--- src/sv/tld_pkg.sv ---
// Shared types and constants for the trace loop detector.
package tld_pkg;

    localparam int ADDR_W  = 64;
    localparam int CNT_W   = 32;
    localparam int CFG_W   = 8;
    localparam int EVENT_W = 3;

    typedef logic [ADDR_W-1:0]  addr_t;
    typedef logic [CNT_W-1:0]   count_t;
    typedef logic [CFG_W-1:0]   cfg_t;
    typedef logic [EVENT_W-1:0] event_t;

    // Event codes
    localparam event_t EV_NONE       = 3'd0;
    localparam event_t EV_LOCK       = 3'd1;
    localparam event_t EV_SQUELCH    = 3'd2;
    localparam event_t EV_EXIT_SQ    = 3'd3;
    localparam event_t EV_EXIT_QUIET = 3'd4;

    // Configuration register indexes
    localparam cfg_t REG_LOCK_THRESHOLD    = 8'd0;
    localparam cfg_t REG_SQUELCH_ITERATION = 8'd1;

    localparam cfg_t LOCK_THRESHOLD_RST    = 8'd5;
    localparam cfg_t SQUELCH_ITERATION_RST = 8'd4;

    localparam count_t COUNT_MAX = '1;

endpackage

--- src/sv/trace_loop_detector.sv ---
// Trace loop detector top level: window cell chain, loop control and output register.
// Each accepted pc beat's result is registered and shows on the output in the next cycle.
// Throughput: one pc per cycle while the output is not stalled; the pc is compared against all window cells at
// once and the loop state updates in the same cycle.
// A stalled output holds its beat; a new pc is taken whenever the output slot frees.
// Reset clears control state and restores thresholds 5 and 4; window contents stay undefined.
module trace_loop_detector
#(
    parameter int WINDOW_DEPTH = 16
)
(
    input  logic                   clk,
    input  logic                   rst_n,
    // configuration write channel
    input  logic                   cfg_valid,
    output logic                   cfg_ready,
    input  tld_pkg::cfg_t          cfg_index,
    input  tld_pkg::cfg_t          cfg_data,
    // pc input channel
    input  logic                   in_valid,
    output logic                   in_ready,
    input  tld_pkg::addr_t         pc,
    // result channel
    output logic                   out_valid,
    input  logic                   out_ready,
    output tld_pkg::event_t        event_res,
    output tld_pkg::count_t        iterations,
    output logic                   suppressing,
    output logic                   locked
);
    import tld_pkg::*;

    localparam int FILL_W = $clog2(WINDOW_DEPTH + 1);
    localparam logic [FILL_W-1:0] FILL_FULL = FILL_W'(WINDOW_DEPTH);
    localparam logic [FILL_W-1:0] FILL_ONE  = FILL_W'(1);

    // Configuration registers
    cfg_t lock_thr_reg;
    cfg_t squelch_iter_reg;

    // Loop state
    logic [FILL_W-1:0] fill_reg, fill_next;
    logic              locked_reg, locked_next;
    logic              squelch_reg, squelch_next;
    cfg_t              hit_run_reg, hit_run_next;
    addr_t             head_reg, head_next;
    count_t            iter_reg, iter_next;

    // Output register
    logic   out_valid_reg;
    event_t event_reg, event_next;
    count_t iters_out_reg, iters_out_next;
    logic   suppressing_reg;
    logic   locked_out_reg;

    logic in_acc;
    logic shift_en;
    logic hit_any;
    logic full;
    cfg_t need;
    cfg_t run_inc;
    count_t iter_inc;

    addr_t                   chain [WINDOW_DEPTH+1];
    logic [WINDOW_DEPTH-1:0] hits;

    assign cfg_ready = 1'b1;
    assign in_ready  = !out_valid_reg || out_ready;
    assign in_acc    = in_valid && in_ready;

    // Configuration writes
    always_ff @(posedge clk or negedge rst_n)
    begin
        if (!rst_n)
        begin
            lock_thr_reg     <= LOCK_THRESHOLD_RST;
            squelch_iter_reg <= SQUELCH_ITERATION_RST;
        end
        else if (cfg_valid)
        begin
            if (cfg_index == REG_LOCK_THRESHOLD)
            begin
                lock_thr_reg <= cfg_data;
            end
            if (cfg_index == REG_SQUELCH_ITERATION)
            begin
                squelch_iter_reg <= cfg_data;
            end
        end
    end

    // Window: a chain of cells, newest address entering at cell zero
    assign chain[0] = pc;

    for (genvar g = 0; g < WINDOW_DEPTH; g++)
    begin : g_cell
        tld_cell u_cell
        (
            .clk      (clk),
            .shift_en (shift_en),
            .d_in     (chain[g]),
            .pc       (pc),
            .d_out    (chain[g+1]),
            .hit      (hits[g])
        );
    end

    assign hit_any  = |hits;
    assign full     = (fill_reg == FILL_FULL);
    assign need     = (lock_thr_reg == '0) ? cfg_t'(1) : lock_thr_reg;
    assign run_inc  = (hit_run_reg == '1) ? hit_run_reg : hit_run_reg + cfg_t'(1);
    assign iter_inc = (iter_reg == COUNT_MAX) ? iter_reg : iter_reg + count_t'(1);

    // Shift while searching, and on the exit step to hold the leaving address
    assign shift_en = in_acc && (!locked_reg || !hit_any);

    // Next loop state for the beat on the input
    always_comb
    begin
        fill_next      = fill_reg;
        locked_next    = locked_reg;
        squelch_next   = squelch_reg;
        hit_run_next   = hit_run_reg;
        head_next      = head_reg;
        iter_next      = iter_reg;
        event_next     = EV_NONE;
        iters_out_next = iter_reg;

        if (!locked_reg)
        begin
            if (full)
            begin
                if (hit_any)
                begin
                    if (hit_run_reg == '0)
                    begin
                        head_next = pc;
                    end
                    hit_run_next = run_inc;
                    if (run_inc >= need)
                    begin
                        locked_next = 1'b1;
                        iter_next   = count_t'(1);
                        event_next  = EV_LOCK;
                    end
                end
                else
                begin
                    hit_run_next = '0;
                end
            end
            else
            begin
                fill_next = fill_reg + FILL_ONE;
            end
            iters_out_next = iter_next;
        end
        else if (!hit_any)
        begin
            // Drop the loop and restart with only this address in the window
            event_next     = squelch_reg ? EV_EXIT_SQ : EV_EXIT_QUIET;
            iters_out_next = iter_reg;
            locked_next    = 1'b0;
            squelch_next   = 1'b0;
            hit_run_next   = '0;
            iter_next      = '0;
            fill_next      = FILL_ONE;
        end
        else
        begin
            if (pc == head_reg)
            begin
                iter_next = iter_inc;
                if (iter_inc == count_t'(squelch_iter_reg))
                begin
                    squelch_next = 1'b1;
                    event_next   = EV_SQUELCH;
                end
            end
            iters_out_next = iter_next;
        end
    end

    // Update loop state on each accepted beat
    always_ff @(posedge clk or negedge rst_n)
    begin
        if (!rst_n)
        begin
            fill_reg    <= '0;
            locked_reg  <= 1'b0;
            squelch_reg <= 1'b0;
            hit_run_reg <= '0;
            head_reg    <= '0;
            iter_reg    <= '0;
        end
        else if (in_acc)
        begin
            fill_reg    <= fill_next;
            locked_reg  <= locked_next;
            squelch_reg <= squelch_next;
            hit_run_reg <= hit_run_next;
            head_reg    <= head_next;
            iter_reg    <= iter_next;
        end
    end

    // Output valid flag
    always_ff @(posedge clk or negedge rst_n)
    begin
        if (!rst_n)
        begin
            out_valid_reg <= 1'b0;
        end
        else if (in_acc)
        begin
            out_valid_reg <= 1'b1;
        end
        else if (out_ready)
        begin
            out_valid_reg <= 1'b0;
        end
    end

    // Output payload: load on accept, hold while stalled
    always_ff @(posedge clk)
    begin
        if (in_acc)
        begin
            event_reg       <= event_next;
            iters_out_reg   <= iters_out_next;
            suppressing_reg <= squelch_next;
            locked_out_reg  <= locked_next;
        end
    end

    assign out_valid   = out_valid_reg;
    assign event_res   = event_reg;
    assign iterations  = iters_out_reg;
    assign suppressing = suppressing_reg;
    assign locked      = locked_out_reg;

    // A locked loop always has a full window
    a_locked_full: assert property (@(posedge clk) disable iff (!rst_n)
        locked_reg |-> full)
        else $error("loop locked with window not full");

    // Suppression only exists inside a locked loop
    a_squelch_locked: assert property (@(posedge clk) disable iff (!rst_n)
        squelch_reg |-> locked_reg)
        else $error("suppression active without a locked loop");

    // Iteration count is zero whenever no loop is locked
    a_iter_idle: assert property (@(posedge clk) disable iff (!rst_n)
        !locked_reg |-> (iter_reg == '0))
        else $error("iteration count held while searching");

    // A lock event leaves the loop locked with one iteration
    a_lock_event: assert property (@(posedge clk) disable iff (!rst_n)
        (in_acc && event_next == EV_LOCK) |=> (locked_reg && iter_reg == count_t'(1)))
        else $error("lock event without lock state");

endmodule

--- src/sv/tld_cell.sv ---
// One window cell: holds an address, passes it on, compares it with the incoming pc.
module tld_cell
(
    input  logic          clk,
    input  logic          shift_en,
    input  tld_pkg::addr_t d_in,
    input  tld_pkg::addr_t pc,
    output tld_pkg::addr_t d_out,
    output logic          hit
);
    import tld_pkg::*;

    addr_t entry_reg;

    // Advance the window by one place
    always_ff @(posedge clk)
    begin
        if (shift_en)
        begin
            entry_reg <= d_in;
        end
    end

    assign d_out = entry_reg;
    assign hit   = (entry_reg == pc);

endmodule

--- config.mk ---
export PLATFORM = sky130hd
export DESIGN_NAME = trace_loop_detector
export DESIGN_NICKNAME = d
export VERILOG_FILES = /design/src/sv/tld_pkg.sv /design/src/sv/trace_loop_detector.sv /design/src/sv/tld_cell.sv
export SDC_FILE = /design/constraint.sdc
export NUM_CORES = 2
export LEC_CHECK = 0
export ABC_AREA = 1
export BUFFER_PORTS_ARGS = -buffer_cell sky130_fd_sc_hd__buf_2
export CAP_MARGIN = 20
export CORE_ASPECT_RATIO = 1.4
export CORE_MARGIN = 3
export CORE_UTILIZATION = 65
export CTS_CLUSTER_DIAMETER = 50
export CTS_CLUSTER_SIZE = 8
export DETAILED_ROUTE_END_ITERATION = 16
export GPL_TIMING_DRIVEN = 0
export PLACE_DENSITY = 0.81
export SETUP_SLACK_MARGIN = 0.3
export SKIP_CTS_REPAIR_TIMING = 1
export SLEW_MARGIN = 20
export SYNTH_ARGS = -nofsm -noshare
export SYNTH_HDL_FRONTEND = slang
export SYNTH_SLANG_ARGS = --single-unit
--- constraint.sdc ---
create_clock -name clk -period 57.9 [get_ports clk]
set_input_delay 8.685 -clock clk [delete_from_list [all_inputs] [get_ports clk]]
set_output_delay 8.685 -clock clk [all_outputs]
set_load 0.1 [all_outputs]
### Yosys cells after proc, flatten, opt, wreduce, memory -nomap -nowiden

Index checks and enable logic that the tools add are counted.

* output and inout bits: 40
* register bits after elaboration: 1189
* logic and storage cells: 113

* bitwise logic cells: 1
* equal/unequal tests: 24
* muxes and demuxes: 37
* order comparisons: 1
* reduce and logical (&&, ||, !) cells: 18
* add/sub/neg operators: 3

Operators with widths (count)
* 64-bit equality test: 17
* 32-bit 2-to-1 mux: 9
* 8-bit 2-to-1 mux: 6
* 32-bit by 1-bit adder with 32-bit output, second input constant: 1
* 32-bit equality test, second input constant: 1
* 32-bit by 8-bit equality test with 1-bit output: 1
* 8-bit zero test: 3
* 16-bit OR reduction: 1
* 5-bit 2-to-1 mux: 3
* 1-bit 2-to-1 mux: 14
* 3-bit 2-to-1 mux: 3
* 8-bit by 1-bit adder with 8-bit output, second input constant: 1
* 8-bit by 1-bit equality test with 1-bit output, second input constant: 1
* 8-bit equality test, second input constant: 1
* 8-bit >= comparator: 1
* 3-bit AND reduction: 2
* 5-bit by 1-bit adder with 5-bit output, second input constant: 1
* 5-bit equality test, second input constant: 1
* 5-bit AND reduction: 1
* 2-bit 2-to-1 mux: 2
* 2-bit != test, second input constant: 2
* 2-bit AND reduction: 2
* 2-bit nonzero test: 2
* 1-bit zero test: 3
* 3 further kinds: 5

### Logic depth before layout (Yosys ltp)

* word-level depth: 7
* depth in mapped cells: 22
* gate-level depth less buffers: 21

### By module

From an unflattened synthesis, not the netlist that was laid out.

* cells, all modules: 5033
* area total of the unflattened synthesis: 54980.2 sq um

By module, submodules not included
* tld_cell: sequential area each 1921.8 sq um, instances 16, cells each 231, area each 2819.0 sq um
* trace_loop_detector: sequential area each 4317.9 sq um, instances 1, cells each 1337, area each 9877.0 sq um

### Worst setup path after synthesis

No wires, ideal clock.

* path type: input -> register
* start: input pc[54]
* end: register hit_run_reg[0]
* stages on the path: 20
* required time: 57.760 ns
* buffers on the path: 2
* path slack: 30.213 ns
* arrival time: 27.547 ns
* path through: buf_4 inv_2 buf_6 nand2_1 nand2_1 nor2_1 nand2_1 nor2_1 nand2_1 nor2_1 nand2_1 nand2_1 nor2_1 nand3_1 nor2_4 nor2_8 nor2_4 nand2_1 nand2_1 nand2_1

* cells in the longest elaborated chain, start to end: 5

Ends and longest elaborated chain
* start, declared: RTL line trace_loop_detector.sv:22 `input tld_pkg::addr_t pc,`
* 64-bit equality test: RTL line tld_cell.sv:25 `assign hit = (entry_reg == pc);`
* 16-bit OR reduction (*): RTL line trace_loop_detector.sv:108 `assign hit_any = |hits;`
* 8-bit 2-to-1 mux: RTL line trace_loop_detector.sv:133 `if (hit_any)`
* 8-bit 2-to-1 mux: RTL line trace_loop_detector.sv:131 `if (full)`
* 8-bit 2-to-1 mux: RTL line trace_loop_detector.sv:129 `if (!locked_reg)`
* end signal, assigned: RTL line trace_loop_detector.sv:201 `hit_run_reg <= hit_run_next;`
* end, declared: RTL line trace_loop_detector.sv:45 `cfg_t hit_run_reg, hit_run_next;`

Mark *: on every way between the ends. The rest lies on a longest branch, timed or not. The select of a mux whose other input is x is not followed.
A chain may end at the register's enable or synchronous reset.

### Final worst setup path

* start: input out_ready
* end: output in_ready

* cells in the longest elaborated chain, start to end: 1

Ends and longest elaborated chain
* start, declared: RTL line trace_loop_detector.sv:25 `input logic out_ready,`
* 1-bit logical OR: RTL line trace_loop_detector.sv:68 `assign in_ready = !out_valid_reg || out_ready;`
* end, declared: RTL line trace_loop_detector.sv:21 `output logic in_ready,`

Every way passes these cells.

==> run metrics <==
status complete, no violations; Synthesized Nets 5,920; Final min period 18,010 ps; Synth-to-Final Area Change 13.8%; Worst Path Required 49,220 ps; YS warnings 0; RSZ-0062 raised after global routing false; Clk network pwr share 42.4%; CTS Root Buffer Type clkbuf_16; Placed Instances 7,162; Seq/Total Area, Yosys 60.6%; Post-DP Area 61,100 µm²; r2r setup slk 53,540 ps; Final Cell Area 65,900 µm²; Core Area 87,600 µm²; Sw Ratio 24.6%; reg-to-reg startpoint g_cell[2].u_cell.d_out[30]$_DFFE_PP_; setup TNS 0 ps; die area 92,800 µm²; sequential power share 48.2%; MaxCap Viol Count 0; crit-path most repeated cell buf_2; Residual DRC 0; Crit Path Class in2out; Final Hold Viols 0; Non-Filler Instances 7,446; synth unique cells 45; commonest non-fill, non-tap cell in the layout nand2_1; Synth Cell Area 57,900 µm²; clock skew 23.0 ps; final max-slew violation count 0; number of buffers added on ports 123; critical path endpoint in_ready; Clock Path Buffers 3; final worst path period share 31.1%; vias 40,300; post-route ant nets 0; initial antenna violation count 6; gr usage total 30.3%; initial core utilization 66.1%; Tot Pwr 2150 µW; most frequent cells in the layout nand2_1 (2,062), edfxtp_1 (1,061), nor2_1 (779), xor2_1 (619), inv_1 (554); Pre-antenna DRT Iters 5; top-area cell type share of the netlist area 55.0%; post-DR vias/cell 5.41; Rel. slew slack 47.5%; Combinational Power Share 9.4%; Peak VDD IR 0.0280 mV; fillers 5,700; Internal 1620 µW; Main synth FF type edfxtp_1; P_sw 530 µW; Min Hold Slack 449 ps; vias in the first global route 40,500; nets@finish 6,260; Worst-Skew Late Latency 770 ps; Tightest Pin Transition 781 ps; area of the multi-input gates 18,700 µm²; largest net degree at the start of global routing 91; Post-synth EDFFs 1,061; initial detailed-routing violation count 3,656; Slowest cell on crit path buf_2; highest clock rate 55.5 MHz; max FFs per register 1,024; CTS Buf Count 168; Worst path max stage delay 440 ps; CTS Sinks 1,189; reg2reg end g_cell[0].u_cell.d_out[8]$_DFFE_PP_; CP endpoint kind primary output; FP Rows 128; total global routing overflow 0; Total Wirelength 140 mm; Leak 0.0289 µW; Reg2Reg Depth 22; power per cell area 32.7 nW/µm²; Hold Path Class reg2reg; CP max FO 3; Critical Path Start Type input port; syn avg cell area 9.95 µm²; CTS tree done; Synth area leader edfxtp_1; Die Width 258 µm; post-detail-place hpwl 96.9 mm; first-pass GRT wire length 217 mm; Worst-path clk slew 60 ps; FF/Latch Area 35,100 µm²; routability cong. 0.954; crit path from out_ready; ranking of synthesized cells by area edfxtp_1 (55%), nand2_1 (13%), xor2_1 (9.4%), dfrtp_1 (5.4%), nor2_1 (5.0%); share of cells above drive strength 1 10.1%; Async S/R FF share, synth 10.8%; setup violators final 0; htree depth 4; routed length per instance 18.8 µm; Top Ports 125; worst-path cell chain buf_2 -> inv_1 -> nand2_1 -> buf_2; chip height 359 µm; number of synthesized register bits 1,189; Synth Instances 5,822; Worst EP arrival 9320 ps
[cell families (layout without fill, tap and decap cells)]
family | after synthesis | in the layout | share of synthesized area (%)
compound gates | 161 | 161 | 1.83
xor+xnor | 691 | 691 | 10.5
fa+ha+maj | 13 | 13 | 0.281
buf+inv | 794 | 1246 | 7.07
flops | 1189 | 1189 | 60.6
other cells | 1 | 3 | 0.00648
simple gates | 2973 | 2973 | 19.8
[Yosys cell counts, types with 14 or more instances]
| master | number |
|---|---|
| o21ai_2 | 43 |
| nand4_1 | 35 |
| nor3_1 | 21 |
| inv_1 | 554 |
| xnor2_1 | 72 |
| nand3_1 | 47 |
| o21ai_0 | 55 |
| inv_2 | 30 |
| o21ai_1 | 21 |
| buf_4 | 64 |
| buf_2 | 14 |
| buf_8 | 18 |
| edfxtp_1 | 1061 |
| nand2_1 | 2062 |
| buf_6 | 81 |
| nor2_1 | 779 |
| xor2_1 | 619 |
| o211ai_1 | 31 |
| dfrtp_1 | 125 |
| clkbuf_1 | 20 |
[stage by stage]
step,setup WS (ps),util (%)
2_1_floorplan,30210,-
3_3_place_gp,21240,68.5
3_5_place_dp,39890,69.7
4_1_cts,39890,75.2
5_1_grt,39860,75.2
6_report,39890,75.2
[critical path, delay by kind of cell]
kind | cells | cell delay (ps)
buffers and inverters | 3 | 540
AND/OR/NAND/NOR | 1 | 90
[area by class of cell]
| cell class | instances | area share [%] |
|---|---|---|
| Antenna cell | 2 | 0.00759 |
| Buffer | 199 | 2.78 |
| Clock buffer | 268 | 7.16 |
| Clock inverter | 14 | 0.175 |
| Inverter | 595 | 3.43 |
| Multi-Input combinational cell | 3839 | 28.4 |
| Sequential cell | 1189 | 53.2 |
| Tap cell | 1170 | 2.22 |
| Timing Repair Buffer | 170 | 2.60 |
[routing by layer]
layer  wire (µm)  global-route usage [%]  up-vias
met3        8440                    5.00      400
met2       70200                    51.5     1544
met1       52200                    36.6    19300
met5          45                       0        -
met4        8810                    17.8        6
li1            -                       -    19000
[worst min-delay path by stage]
stage	startpoint	to	slack, ps	depth (start not counted)
after floorplan	hit_run_reg[6]$_DFFE_PN0P_	hit_run_reg[6]$_DFFE_PN0P_	440	2
after global placement	g_cell[14].u_cell.d_out[40]$_DFFE_PP_	g_cell[15].u_cell.d_out[40]$_DFFE_PP_	450	0
after detailed placement	g_cell[8].u_cell.d_out[7]$_DFFE_PP_	g_cell[9].u_cell.d_out[7]$_DFFE_PP_	450	0
after CTS	g_cell[9].u_cell.d_out[54]$_DFFE_PP_	g_cell[10].u_cell.d_out[54]$_DFFE_PP_	460	0
after global routing	g_cell[5].u_cell.d_out[24]$_DFFE_PP_	g_cell[6].u_cell.d_out[24]$_DFFE_PP_	470	0
final	g_cell[13].u_cell.d_out[2]$_DFFE_PP_	g_cell[14].u_cell.d_out[2]$_DFFE_PP_	450	0
[power by group through the flow]
stage	combinational [µW]	clock (µW)	sequential (µW)
final	203	913	1040
after floorplan	128	0	1080
after detailed placement	199	0	1050
after CTS	203	917	1040
after global routing	223	956	1040
after global placement	179	0	1090
(Power assumes the default switching activity.)
